**config.mk**
```make
export PLATFORM = sky130hd
export DESIGN_NAME = char_lcd_nibble_sequencer_top
export DESIGN_NICKNAME = d
export VERILOG_FILES = /design/src/sv/lcdns_pkg.sv /design/src/sv/lcdns_phase_sel.sv /design/src/sv/lcdns_hold_unit.sv /design/src/sv/char_lcd_nibble_sequencer_top.sv
export SDC_FILE = /design/constraint.sdc
export NUM_CORES = 1
export LEC_CHECK = 0
export ABC_CLOCK_PERIOD_IN_PS = 3950
export BUFFER_PORTS_ARGS = -buffer_cell sky130_fd_sc_hd__buf_2
export CORE_AREA = 2 2 94 96
export CTS_BUF_LIST = sky130_fd_sc_hd__clkbuf_8
export CTS_CLUSTER_DIAMETER = 50
export DETAILED_ROUTE_END_ITERATION = 10
export DIE_AREA = 0 0 96 98
export GPL_TIMING_DRIVEN = 0
export PLACE_DENSITY = 0.61
export SLEW_MARGIN = 15
export SYNTH_ARGS = -nofsm -noshare
export SYNTH_HDL_FRONTEND = slang
export SYNTH_SLANG_ARGS = --single-unit
```
**constraint.sdc**
```tcl
create_clock -name clock -period 3.95 [get_ports clock]
set_clock_uncertainty 0.1 [all_clocks]
set_input_delay 0.1975 -clock clock [delete_from_list [all_inputs] [get_ports clock]]
set_output_delay 0.1975 -clock clock [all_outputs]
set_load 0.01 [all_outputs]
```
**src/sv/lcdns_pkg.sv**
```systemverilog
// ----------------------------------------------------------------------------
// lcdns_pkg
// Shared types, codes and the power-on phase table of the character LCD
// nibble sequencer.
// ----------------------------------------------------------------------------
package lcdns_pkg;

   // Operation codes carried in the request beat.
   typedef enum logic [2:0] {
      OP_RESET       = 3'd0,
      OP_RAW_BYTE    = 3'd1,
      OP_CLEAR       = 3'd2,
      OP_TEXT        = 3'd3,
      OP_SECOND_LINE = 3'd4
   } op_type;

   // Configuration register indexes.
   typedef enum logic [1:0] {
      CSR_PULSE_MS    = 2'd0,
      CSR_LINE_LENGTH = 2'd1,
      CSR_LINE2_ADDR  = 2'd2
   } csr_index_type;

   // Sequencer states.
   typedef enum logic {
      ST_IDLE,
      ST_RUN
   } state_type;

   // How the hold time of a phase is formed.
   typedef enum logic [1:0] {
      HOLD_PULSE,
      HOLD_PULSE_PLUS1,
      HOLD_PULSE_PLUS5,
      HOLD_FIXED_15
   } hold_kind_type;

   // One pin phase before its hold time is worked out.
   typedef struct packed {
      logic          rs;
      logic [3:0]    nibble;
      logic          enable;
      hold_kind_type hold_kind;
   } phase_spec_type;

   localparam int STEP_W = 5;

   localparam logic [STEP_W-1:0] RESET_LAST_STEP = 5'd28;
   localparam logic [STEP_W-1:0] BYTE_LAST_STEP  = 5'd3;
   localparam logic [STEP_W-1:0] INIT_STEPS      = 5'd9;

   localparam logic [7:0] CMD_CLEAR       = 8'h01;
   localparam logic       SET_DDRAM_FLAG  = 1'b1;
   localparam logic [7:0] CMD_FUNC_SET    = 8'h28;
   localparam logic [7:0] CMD_DISPLAY_OFF = 8'h08;
   localparam logic [7:0] CMD_ENTRY_MODE  = 8'h06;
   localparam logic [7:0] CMD_DISPLAY_ON  = 8'h0C;
   localparam logic [3:0] NIB_WAKE        = 4'h3;
   localparam logic [3:0] NIB_FOUR_BIT    = 4'h2;
   localparam logic [7:0] FIXED_HOLD_MS   = 8'd15;

   // Phase of the power-on sequence at a given step. The first nine steps
   // are the wake-up nibbles; the rest are five command bytes of four
   // phases each.
   function automatic phase_spec_type lcdns_reset_phase(input logic [STEP_W-1:0] step);
      phase_spec_type     ph;
      logic [STEP_W-1:0]  idx;
      logic [7:0]         cmd;
      idx = step - INIT_STEPS;
      ph.rs        = 1'b0;
      ph.nibble    = NIB_WAKE;
      ph.enable    = 1'b0;
      ph.hold_kind = HOLD_PULSE;
      cmd          = CMD_FUNC_SET;
      if (step < INIT_STEPS) begin
         unique case (step[3:0])
            4'd0: begin
               ph.hold_kind = HOLD_FIXED_15;
            end
            4'd1, 4'd3, 4'd5: begin
               ph.enable = 1'b1;
            end
            4'd2: begin
               ph.hold_kind = HOLD_PULSE_PLUS5;
            end
            4'd4: begin
               ph.hold_kind = HOLD_PULSE_PLUS1;
            end
            4'd7: begin
               ph.nibble = NIB_FOUR_BIT;
               ph.enable = 1'b1;
            end
            4'd8: begin
               ph.nibble = NIB_FOUR_BIT;
            end
            default: begin
               ph.hold_kind = HOLD_PULSE;
            end
         endcase
      end else begin
         unique case (idx[4:2])
            3'd0:    cmd = CMD_FUNC_SET;
            3'd1:    cmd = CMD_DISPLAY_OFF;
            3'd2:    cmd = CMD_CLEAR;
            3'd3:    cmd = CMD_ENTRY_MODE;
            default: cmd = CMD_DISPLAY_ON;
         endcase
         ph.nibble = idx[1] ? cmd[3:0] : cmd[7:4];
         ph.enable = ~idx[0];
         // The clear command needs a longer settle after its last phase.
         if (idx[4:2] == 3'd2 && idx[1:0] == 2'd3) begin
            ph.hold_kind = HOLD_PULSE_PLUS1;
         end
      end
      return ph;
   endfunction

endpackage

```
**src/sv/lcdns_phase_sel.sv**
```systemverilog
// ----------------------------------------------------------------------------
// lcdns_phase_sel
// Picks the pin levels and hold kind of the current phase, either from the
// power-on table or from the byte being sent.
// ----------------------------------------------------------------------------
module lcdns_phase_sel
   import lcdns_pkg::*;
(
   input  logic [STEP_W-1:0] step,
   input  logic              is_reset,
   input  logic              byte_rs,
   input  logic [7:0]        byte_value,
   output phase_spec_type    phase
);

   // A plain byte is high nibble then low nibble, each enable high then low.
   always_comb begin
      if (is_reset) begin
         phase = lcdns_reset_phase(step);
      end else begin
         phase.rs        = byte_rs;
         phase.nibble    = step[1] ? byte_value[3:0] : byte_value[7:4];
         phase.enable    = ~step[0];
         phase.hold_kind = HOLD_PULSE;
      end
   end

endmodule

```
**src/sv/lcdns_hold_unit.sv**
```systemverilog
// ----------------------------------------------------------------------------
// lcdns_hold_unit
// Shared adder that forms the hold time of every phase, saturating at 255.
// ----------------------------------------------------------------------------
module lcdns_hold_unit
   import lcdns_pkg::*;
(
   input  logic [7:0]    pulse_ms,
   input  hold_kind_type hold_kind,
   output logic [7:0]    hold_ms
);

   logic [7:0] extra;
   logic [8:0] sum;

   // Extra time added to the pulse, then clamp on carry out.
   always_comb begin
      unique case (hold_kind)
         HOLD_PULSE_PLUS1: extra = 8'd1;
         HOLD_PULSE_PLUS5: extra = 8'd5;
         default:          extra = 8'd0;
      endcase
      sum = {1'b0, pulse_ms} + {1'b0, extra};
      if (hold_kind == HOLD_FIXED_15) begin
         hold_ms = FIXED_HOLD_MS;
      end else begin
         hold_ms = sum[8] ? 8'hFF : sum[7:0];
      end
   end

endmodule

```
**src/sv/char_lcd_nibble_sequencer_top.sv**
```systemverilog
// ----------------------------------------------------------------------------
// char_lcd_nibble_sequencer_top
// Turns LCD operations into a stream of 4-bit bus pin phases.
//
//   Port group  Direction  Beat contents
//   req_*       in         operation, data byte; tuser register select
//   rsp_*       out        nibble, enable, hold ms; tuser rs; tlast end of item
//   csr_*       in         register writes, no read-back
//
// One phase leaves per cycle through the output register while the output
// is free; the step counter of the sequencer sets the pace. A request is
// taken while idle, then a reset operation emits its 29 phases and the other
// operations their 4 phases, and no new request is taken before the last
// phase has been issued. A dropped character or unknown code gives no beat.
// req_tready is low while a sequence runs. A stall on rsp_tready holds
// the current phase and the step counter.
// Reset is synchronous and active high; no memory needs clearing.
// ----------------------------------------------------------------------------
module char_lcd_nibble_sequencer_top
   import lcdns_pkg::*;
(
   input  logic        clock,
   input  logic        reset,
   // Request channel.
   input  logic        req_tvalid,
   output logic        req_tready,
   input  logic [15:0] req_tdata,   // [2:0] operation, [10:3] data_byte, rest zero
   input  logic        req_tuser,   // [0] register_select
   // Result channel.
   output logic        rsp_tvalid,
   input  logic        rsp_tready,
   output logic [15:0] rsp_tdata,   // [3:0] data_nibble, [4] enable_level, [12:5] hold_ms
   output logic        rsp_tuser,   // [0] rs_level
   output logic        rsp_tlast,
   // Configuration port.
   input  logic        csr_wr_en,
   input  logic [1:0]  csr_index,
   input  logic [7:0]  csr_wdata
);

   state_type         state_ff, state_in;
   logic [STEP_W-1:0] step_ff, step_in;
   logic [STEP_W-1:0] last_step_ff, last_step_in;
   logic              is_reset_ff, is_reset_in;
   logic              byte_rs_ff, byte_rs_in;
   logic [7:0]        byte_ff, byte_in;

   logic [7:0]        pulse_ms_ff;
   logic [5:0]        line_length_ff;
   logic [6:0]        line2_addr_ff;
   logic [5:0]        column_ff, column_in;
   logic              second_line_ff, second_line_in;

   logic              out_valid_ff, out_valid_in;
   logic              out_rs_ff, out_rs_in;
   logic [3:0]        out_nibble_ff, out_nibble_in;
   logic              out_enable_ff, out_enable_in;
   logic [7:0]        out_hold_ff, out_hold_in;
   logic              out_last_ff, out_last_in;

   phase_spec_type    phase;
   logic [7:0]        hold_ms;
   logic              req_fire;
   logic              out_free;
   op_type            req_op;

   assign req_tready = (state_ff == ST_IDLE);
   assign req_fire   = req_tvalid & req_tready;
   assign out_free   = ~out_valid_ff | rsp_tready;
   assign req_op     = op_type'(req_tdata[2:0]);

   // Phase selection and the shared hold-time adder.
   lcdns_phase_sel u_phase_sel (
      .step       (step_ff),
      .is_reset   (is_reset_ff),
      .byte_rs    (byte_rs_ff),
      .byte_value (byte_ff),
      .phase      (phase)
   );

   lcdns_hold_unit u_hold_unit (
      .pulse_ms  (pulse_ms_ff),
      .hold_kind (phase.hold_kind),
      .hold_ms   (hold_ms)
   );

   // Configuration registers.
   always_ff @(posedge clock) begin
      if (reset) begin
         pulse_ms_ff    <= 8'd1;
         line_length_ff <= 6'd16;
         line2_addr_ff  <= 7'd64;
      end else if (csr_wr_en) begin
         unique case (csr_index)
            CSR_PULSE_MS:    pulse_ms_ff    <= csr_wdata;
            CSR_LINE_LENGTH: line_length_ff <= csr_wdata[5:0];
            CSR_LINE2_ADDR:  line2_addr_ff  <= csr_wdata[6:0];
            default: begin
            end
         endcase
      end
   end

   // Sequencer state, cursor state and output register.
   always_ff @(posedge clock) begin
      if (reset) begin
         state_ff       <= ST_IDLE;
         step_ff        <= '0;
         column_ff      <= '0;
         second_line_ff <= 1'b0;
         out_valid_ff   <= 1'b0;
      end else begin
         state_ff       <= state_in;
         step_ff        <= step_in;
         column_ff      <= column_in;
         second_line_ff <= second_line_in;
         out_valid_ff   <= out_valid_in;
      end
   end

   always_ff @(posedge clock) begin
      last_step_ff  <= last_step_in;
      is_reset_ff   <= is_reset_in;
      byte_rs_ff    <= byte_rs_in;
      byte_ff       <= byte_in;
      out_rs_ff     <= out_rs_in;
      out_nibble_ff <= out_nibble_in;
      out_enable_ff <= out_enable_in;
      out_hold_ff   <= out_hold_in;
      out_last_ff   <= out_last_in;
   end

   // Next state: decode a request when idle, emit one phase per free cycle.
   always_comb begin
      state_in       = state_ff;
      step_in        = step_ff;
      last_step_in   = last_step_ff;
      is_reset_in    = is_reset_ff;
      byte_rs_in     = byte_rs_ff;
      byte_in        = byte_ff;
      column_in      = column_ff;
      second_line_in = second_line_ff;
      out_valid_in   = out_valid_ff & ~rsp_tready;
      out_rs_in      = out_rs_ff;
      out_nibble_in  = out_nibble_ff;
      out_enable_in  = out_enable_ff;
      out_hold_in    = out_hold_ff;
      out_last_in    = out_last_ff;

      unique case (state_ff)
         ST_IDLE: begin
            step_in      = '0;
            last_step_in = BYTE_LAST_STEP;
            is_reset_in  = 1'b0;
            if (req_fire) begin
               unique case (req_op)
                  OP_RESET: begin
                     state_in       = ST_RUN;
                     is_reset_in    = 1'b1;
                     last_step_in   = RESET_LAST_STEP;
                     column_in      = '0;
                     second_line_in = 1'b0;
                  end
                  OP_RAW_BYTE: begin
                     state_in   = ST_RUN;
                     byte_rs_in = req_tuser;
                     byte_in    = req_tdata[10:3];
                  end
                  OP_CLEAR: begin
                     state_in       = ST_RUN;
                     byte_rs_in     = 1'b0;
                     byte_in        = CMD_CLEAR;
                     column_in      = '0;
                     second_line_in = 1'b0;
                  end
                  OP_TEXT: begin
                     // Characters past the end of the line are dropped.
                     if (column_ff < line_length_ff) begin
                        state_in   = ST_RUN;
                        byte_rs_in = 1'b1;
                        byte_in    = req_tdata[10:3];
                        column_in  = column_ff + 6'd1;
                     end
                  end
                  OP_SECOND_LINE: begin
                     state_in       = ST_RUN;
                     byte_rs_in     = 1'b0;
                     byte_in        = {SET_DDRAM_FLAG, line2_addr_ff};
                     column_in      = '0;
                     second_line_in = 1'b1;
                  end
                  default: begin
                     state_in = ST_IDLE;
                  end
               endcase
            end
         end
         ST_RUN: begin
            if (out_free) begin
               out_valid_in  = 1'b1;
               out_rs_in     = phase.rs;
               out_nibble_in = phase.nibble;
               out_enable_in = phase.enable;
               out_hold_in   = hold_ms;
               out_last_in   = (step_ff == last_step_ff);
               step_in       = step_ff + 5'd1;
               if (step_ff == last_step_ff) begin
                  state_in = ST_IDLE;
               end
            end
         end
         default: begin
            state_in = ST_IDLE;
         end
      endcase
   end

   assign rsp_tvalid = out_valid_ff;
   assign rsp_tdata  = {3'b000, out_hold_ff, out_enable_ff, out_nibble_ff};
   assign rsp_tuser  = out_rs_ff;
   assign rsp_tlast  = out_last_ff;

`ifndef NO_ASSERTIONS
   // The step counter never runs past the end of its sequence.
   a_step_bound: assert property (@(posedge clock) disable iff (reset)
      (state_ff == ST_RUN) |-> (step_ff <= last_step_ff))
      else $error("step counter beyond end of sequence");

   // A move to line two always leaves the column at zero.
   a_line2_column: assert property (@(posedge clock) disable iff (reset)
      $rose(second_line_ff) |-> (column_ff == 6'd0))
      else $error("column not cleared on second line move");

   // The final phase of an item returns the sequencer to idle.
   a_last_idle: assert property (@(posedge clock) disable iff (reset)
      (state_ff == ST_RUN && out_free && step_ff == last_step_ff)
      |=> (state_ff == ST_IDLE && rsp_tlast && rsp_tvalid))
      else $error("sequence end not marked or not idle");
`endif

endmodule
```
== Word-level counts from Yosys, hierarchy flattened ==
Cells that the tools add are included.

* Register bits after elaboration: 64
* Latch bits: 0
* Bits in writable memories: 0
* Memory bits (read-only): 0
* Bits of input ports: 32
* Output and inout bits: 20
* Logic and storage cells: 104
* Memories: 0

* Add/sub/neg operators: 4
* $mul: 0
* Div/mod/pow operators: 0
* Magnitude comparators: 2
* Equality and inequality tests: 23
* Shifts and indexed selects: 0
* Muxes and demuxes: 29
* Bitwise logic cells: 8
* Reductions and logical operators: 21

{| class="wikitable"
|+ Operator list
! cell !! count
|-
| $pmux W8 S4 || 1
|-
| $pmux W6 S4 || 1
|-
| $mux W8 || 2
|-
| $mux W7 || 2
|-
| $eq A3 B2 Y1 const B || 4
|-
| $eq A4 B3 Y1 const B || 3
|-
| $pmux W6 S2 || 1
|-
| $reduce_and A4 Y1 || 3
|-
| $mux W1 || 11
|-
| $mux W5 || 2
|-
| $pmux W5 S2 || 1
|-
| $add A8 B3 Y9 || 1
|-
| $eq A2 B2 Y1 const B || 4
|-
| $eq A4 B2 Y1 const B || 2
|-
| $mux W4 || 2
|-
| $reduce_and A2 Y1 || 4
|-
| $reduce_or A4 Y1 || 2
|-
| $add A6 B1 Y6 const B || 1
|-
| $eq A3 B1 Y1 const B || 2
|-
| $logic_not A3 Y1 || 2
|-
| $lt A6 B6 Y1 || 1
|-
| $mux W6 || 1
|-
| $pmux W2 S3 || 1
|-
| $pmux W3 S2 || 1
|-
| 23 further kinds || 32
|}

== Logic depth before layout (Yosys ltp) ==
* Depth after elaboration: 10
* Mapped depth: 13
* Depth with buffers taken out: 12

== Modules after synthesis ==
A second synthesis with hierarchy kept.

* Cells, all modules: 339
* Area, all modules: 3285.7 sq um

{| class="wikitable"
|+ Modules (own cells, without submodules)
! module !! instances !! cells each !! area an instance (sq um) !! sequential area each (sq um)
|-
| char_lcd_nibble_sequencer_top || 1 || 241 || 2613.8 || 1461.4
|-
| lcdns_phase_sel || 1 || 64 || 429.2 || 0.0
|-
| lcdns_hold_unit || 1 || 34 || 242.7 || 0.0
|}

== Worst setup path before layout ==
No wires, ideal clock.

* Kind: register to register
* Start point: reg step_ff[0]
* End point: reg out_hold_ff[7] (data pin)
* Library setup time: 0.262 ns
* Arrival time: 2.612 ns
* Required time: 3.588 ns
* Path slack: 0.976 ns
* Cell stages (with the launch flop): 13
* Buffers on the path: 1
* Period minus slack after synthesis: 2.974 ns
* Path through: dfxtp_1 clkbuf_1 inv_1 ha_1 nor2_1 a21oi_1 a211oi_1 ha_1 ha_1 ha_1 a21o_1 nor4_1 nor3_1

* Cells in the longest elaborated chain, start to end: 10
* Elaborated cells between the ends (all ways): 18

{| class="wikitable"
|+ Ends and longest elaborated chain
! item !! line !! RTL
|-
| from (decl) || char_lcd_nibble_sequencer_top.sv:42 || <nowiki>logic [STEP_W-1:0] step_ff, step_in;</nowiki>
|-
| from (signal assigned) || char_lcd_nibble_sequencer_top.sv:114 || <nowiki>step_ff <= step_in;</nowiki>
|-
| $sub A5 B4 Y5 || lcdns_pkg.sv:69 || <nowiki>idx = step - INIT_STEPS;</nowiki>
|-
| $eq A3 B2 Y1 / $eq A2 B2 Y1 (equally long branches) || lcdns_pkg.sv:111 || <nowiki>if (idx[4:2] == 3'd2 && idx[1:0] == 2'd3) begin</nowiki>
|-
| $logic_and A1 B1 Y1 || lcdns_pkg.sv:111 ||
|-
| $mux W1 || lcdns_pkg.sv:111 ||
|-
| $mux W7 (*) || lcdns_pkg.sv:75 || <nowiki>if (step < INIT_STEPS) begin</nowiki>
|-
| $mux W7 (*) || lcdns_phase_sel.sv:18 || <nowiki>if (is_reset) begin</nowiki>
|-
| $eq A2 B2 Y1 / $eq A2 B1 Y1 (equally long branches) || lcdns_hold_unit.sv:18 || <nowiki>unique case (hold_kind)</nowiki>
|-
| $pmux W3 S2 || lcdns_hold_unit.sv:18 ||
|-
| $add A8 B3 Y9 || lcdns_hold_unit.sv:23 || <nowiki>sum = {1'b0, pulse_ms} + {1'b0, extra};</nowiki>
|-
| $mux W8 || lcdns_hold_unit.sv:27 || <nowiki>hold_ms = sum[8] ? 8'hFF : sum[7:0];</nowiki>
|-
| to (signal assigned) || char_lcd_nibble_sequencer_top.sv:129 || <nowiki>out_hold_ff <= out_hold_in;</nowiki>
|-
| to (decl) || char_lcd_nibble_sequencer_top.sv:58 || <nowiki>logic [7:0] out_hold_ff, out_hold_in;</nowiki>
|}

Every way passes the cells marked *; elsewhere a longest branch is shown, timed or not.
A chain may end at the register's enable or synchronous reset.

== Final worst setup path ==
* Start point: reg step_ff[0]
* End point: reg out_hold_ff[5] (data pin)

The elaborated chain is that of the path after synthesis.

==> results.json <==
{
  "vias_per_cell": 5.048,
  "cp-end-kind": "flip-flop",
  "seq_area_sq_um": 1461,
  "r2r_cells": 13,
  "htree_num_levels": 3,
  "coreArea_sq_um": 8466,
  "syn-cell-area_sq_um": 3279,
  "setup_viol": 0,
  "ioPinCount": 52,
  "worstPathMaxFanout": 9,
  "grt_usage": 0.1620,
  "async_reset_ff_frac": 0,
  "fin_ws_ns": 0.5042,
  "synth_commonest_cells": "nor2_1 (39), dfxtp_1 (34), a21oi_1 (30)",
  "die-area_sq_um": 9408,
  "routabilityCongestion": 0.8033,
  "synth.avg_cell_area_sq_um": 9.370,
  "crit_chain": "clkbuf_1 > inv_1 > ha_1 > nor2_1 > a21oi_1 > a211oi_1 > inv_1 > ha_1 > ha_1 > a31oi_1 > nor2_1 > xnor2_1 > a21oi_1",
  "die-width_um": 96,
  "finalCriticalPeriod_ns": 3.446,
  "fmax_mhz": 290.2,
  "ys_top_cells_by_area": "edfxtp_1 (24%), dfxtp_1 (21%), mux2i_1 (7.9%), ha_1 (5.7%), a21oi_1 (4.6%)",
  "critical_path.max_stage_delay_ns": 0.41,
  "yosysTopAreaCellShare": 0.2381,
  "root_buffer": "clkbuf_8",
  "firstDrtPassIters": 4,
  "path_clk_slew_ns": 0.08,
  "crit_path_frequent_cell": "ha_1",
  "whs_ns": 0.01226,
  "start_util": 0.3874,
  "synthMostInstantiatedCell": "nor2_1",
  "antenna_left": 0,
  "path_depth": 13,
  "area_growth_pct": 17.17,
  "num_vias": 2620,
  "fin_util": 0.4539,
  "cap_viol_max_count": 0,
  "required_ns": 3.95,
  "critPathKind": "flip-flop to flip-flop",
  "seq_area_frac_synth": 0.4456,
  "path_buf_inv": 3,
  "worstPathArrival_ns": 3.45,
  "drt_first_iter_violations": 102,
  "peakVddDrop_v": 0.0001554,
  "finalNetCount": 453,
  "fp.dieH_um": 98,
  "total_power_w": 0.001452,
  "cts_buffer_depth": 2,
  "worstHoldPathType": "input pin to flip-flop",
  "yosys.area.top_type": "edfxtp_1",
  "drv_slew": 0,
  "n_antenna_cell": 0,
  "synth_edf_count": 26,
  "grt_antenna_before_repair": 0,
  "routed_wl_um": 7010,
  "rsz0062_at_grt": "no",
  "drc": 0,
  "numCtsBuffers": 9,
  "setup_tns_ns": 0,
  "cts_tree": "done",
  "clock_latency_ns": 0.35,
  "holdPathStages": 2,
  "finalHoldViolCount": 0,
  "yosys_warnings": 0,
  "cpLargestDelayFamily": "compound AO/OA/AOI/OAI gates",
  "wl_per_cell_um": 13.51,
  "cts_sinks": 60,
  "multi_input_area_sq_um": 1654,
  "grt_max_degree": 16,
  "powerDensity_nw_per_um2": 377.9,
  "status": "finished clean",
  "n_fill_cell": 812,
  "port_buffers": 42,
  "grt-ovfl-total": 0,
  "dp_slack_ns": 0.4988,
  "relSlewSlack": 0.4703,
  "grt_pass1_wl_um": 11590,
  "synth_seq_cells": 60,
  "drive_gt1_frac": 0.1946,
  "yosysUniqueCellTypes": 57,
  "grt_pass1_vias": 2493,
  "netlist_instances": 350,
  "start_kind": "flip-flop",
  "rows": 34,
  "worstMarginPinSlew_ns": 0.7946,
  "leakagePower_nw": 1.537,
  "min_period_over_period": 0.8724,
  "crit_slowest_cell": "a31oi_1",
  "ys.flop_type": "dfxtp_1",
  "dp_hpwl_um": 5337
}
## state kept, by name, summed over array words and instances (netlist names), 2 cells and up
signal and cells:
pulse_ms_ff 8, out_hold_ff 8, line2_addr_ff 7, out_nibble_ff 4, last_step_ff 2, step_ff 5, column_ff 6, line_length_ff 6
byte_ff 8
## what timing repair did
action | in CTS | in global routing
buffers inserted | 0 | 0
hold buffers | 1 | 0
setup endpoints to repair | 0 | 0
endpoints found under the hold margin | 1 | 0
resized for setup | 0 | 0
## metal layers
layer  vias up  share of wire  GRT usage
met3         8          0.050    0.04552
met5         -              0          0
li1       1338              -          -
met1      1219           0.45     0.2022
met2        55           0.48     0.2591
met4         0          0.016    0.06923
## final cells by class
type,instances,share of cell area
buffer,20,0.02898
clock buffer,9,0.03224
clock inverter,7,0.01986
inverter,16,0.01563
multi-input combinational,256,0.4305
sequential,60,0.3803
tap,108,0.03517
timing repair buffer,43,0.05731
## worst reg2reg max path, delay by kind of cell, from the launching register on
family / cells / cell delay (ns)
AO/OA/AOI/OAI: 4 / 0.98
adder cells (fa/ha/maj): 3 / 0.85
buffers and inverters: 3 / 0.58
flip-flops: 1 / 0.33
AND/OR/NAND/NOR: 2 / 0.22
XOR/XNOR: 1 / 0.15
## cell families (layout without fill, tap and decap cells)
family          Yosys count  after routing  share of synthesized area
fa+ha+maj                15             15                    0.05723
xor+xnor                  9              9                    0.02403
compound gates           76             76                     0.1427
simple gates            126            126                     0.1942
other cells               1              3                   0.001144
buf+inv                  36             95                    0.05227
flops                    60             60                     0.4456
mux                      27             27                    0.08279
## cells in the final DEF (no fill, tap or decap), types with 9 or more instances in the layout
master    instances
edfxtp_1         26
nand2_1          29
nand2b_1         11
ha_1             15
nor2_1           39
mux2i_1          26
o21ai_0          19
buf_2            45
nor2b_1           9
inv_1            16
clkbuf_1          9
a21oi_1          30
dfxtp_1          34
clkbuf_8         10
## report_power, final
group	internal [W]	switching, W
Sequential	0.000686	0.0000129
Combinational	0.0000794	0.000112
Clock	0.000294	0.000268
Total	0.00106	0.000393
## through the flow
stage               area, sq um  std cells
global route               3842        519
CTS                        3842        519
global placement           3632        502
floorplan                  3287        352
finish                     3842        519
detailed placement         3632        502
## path summary, 6_finish.rpt
check                             from                            to  slack [ns]
min                              reset         rsp_tvalid$_SDFF_PP0_        0.01
max            step_ff[0]$_SDFFE_PP0P_  out_hold_ff[5]$_SDFFCE_PP0P_        0.50
min reg2reg  column_ff[5]$_SDFFE_PP0P_     column_ff[5]$_SDFFE_PP0P_        0.38
max reg2reg    step_ff[0]$_SDFFE_PP0P_  out_hold_ff[5]$_SDFFCE_PP0P_        0.50
No activity file was read; power rests on OpenSTA's default activity.
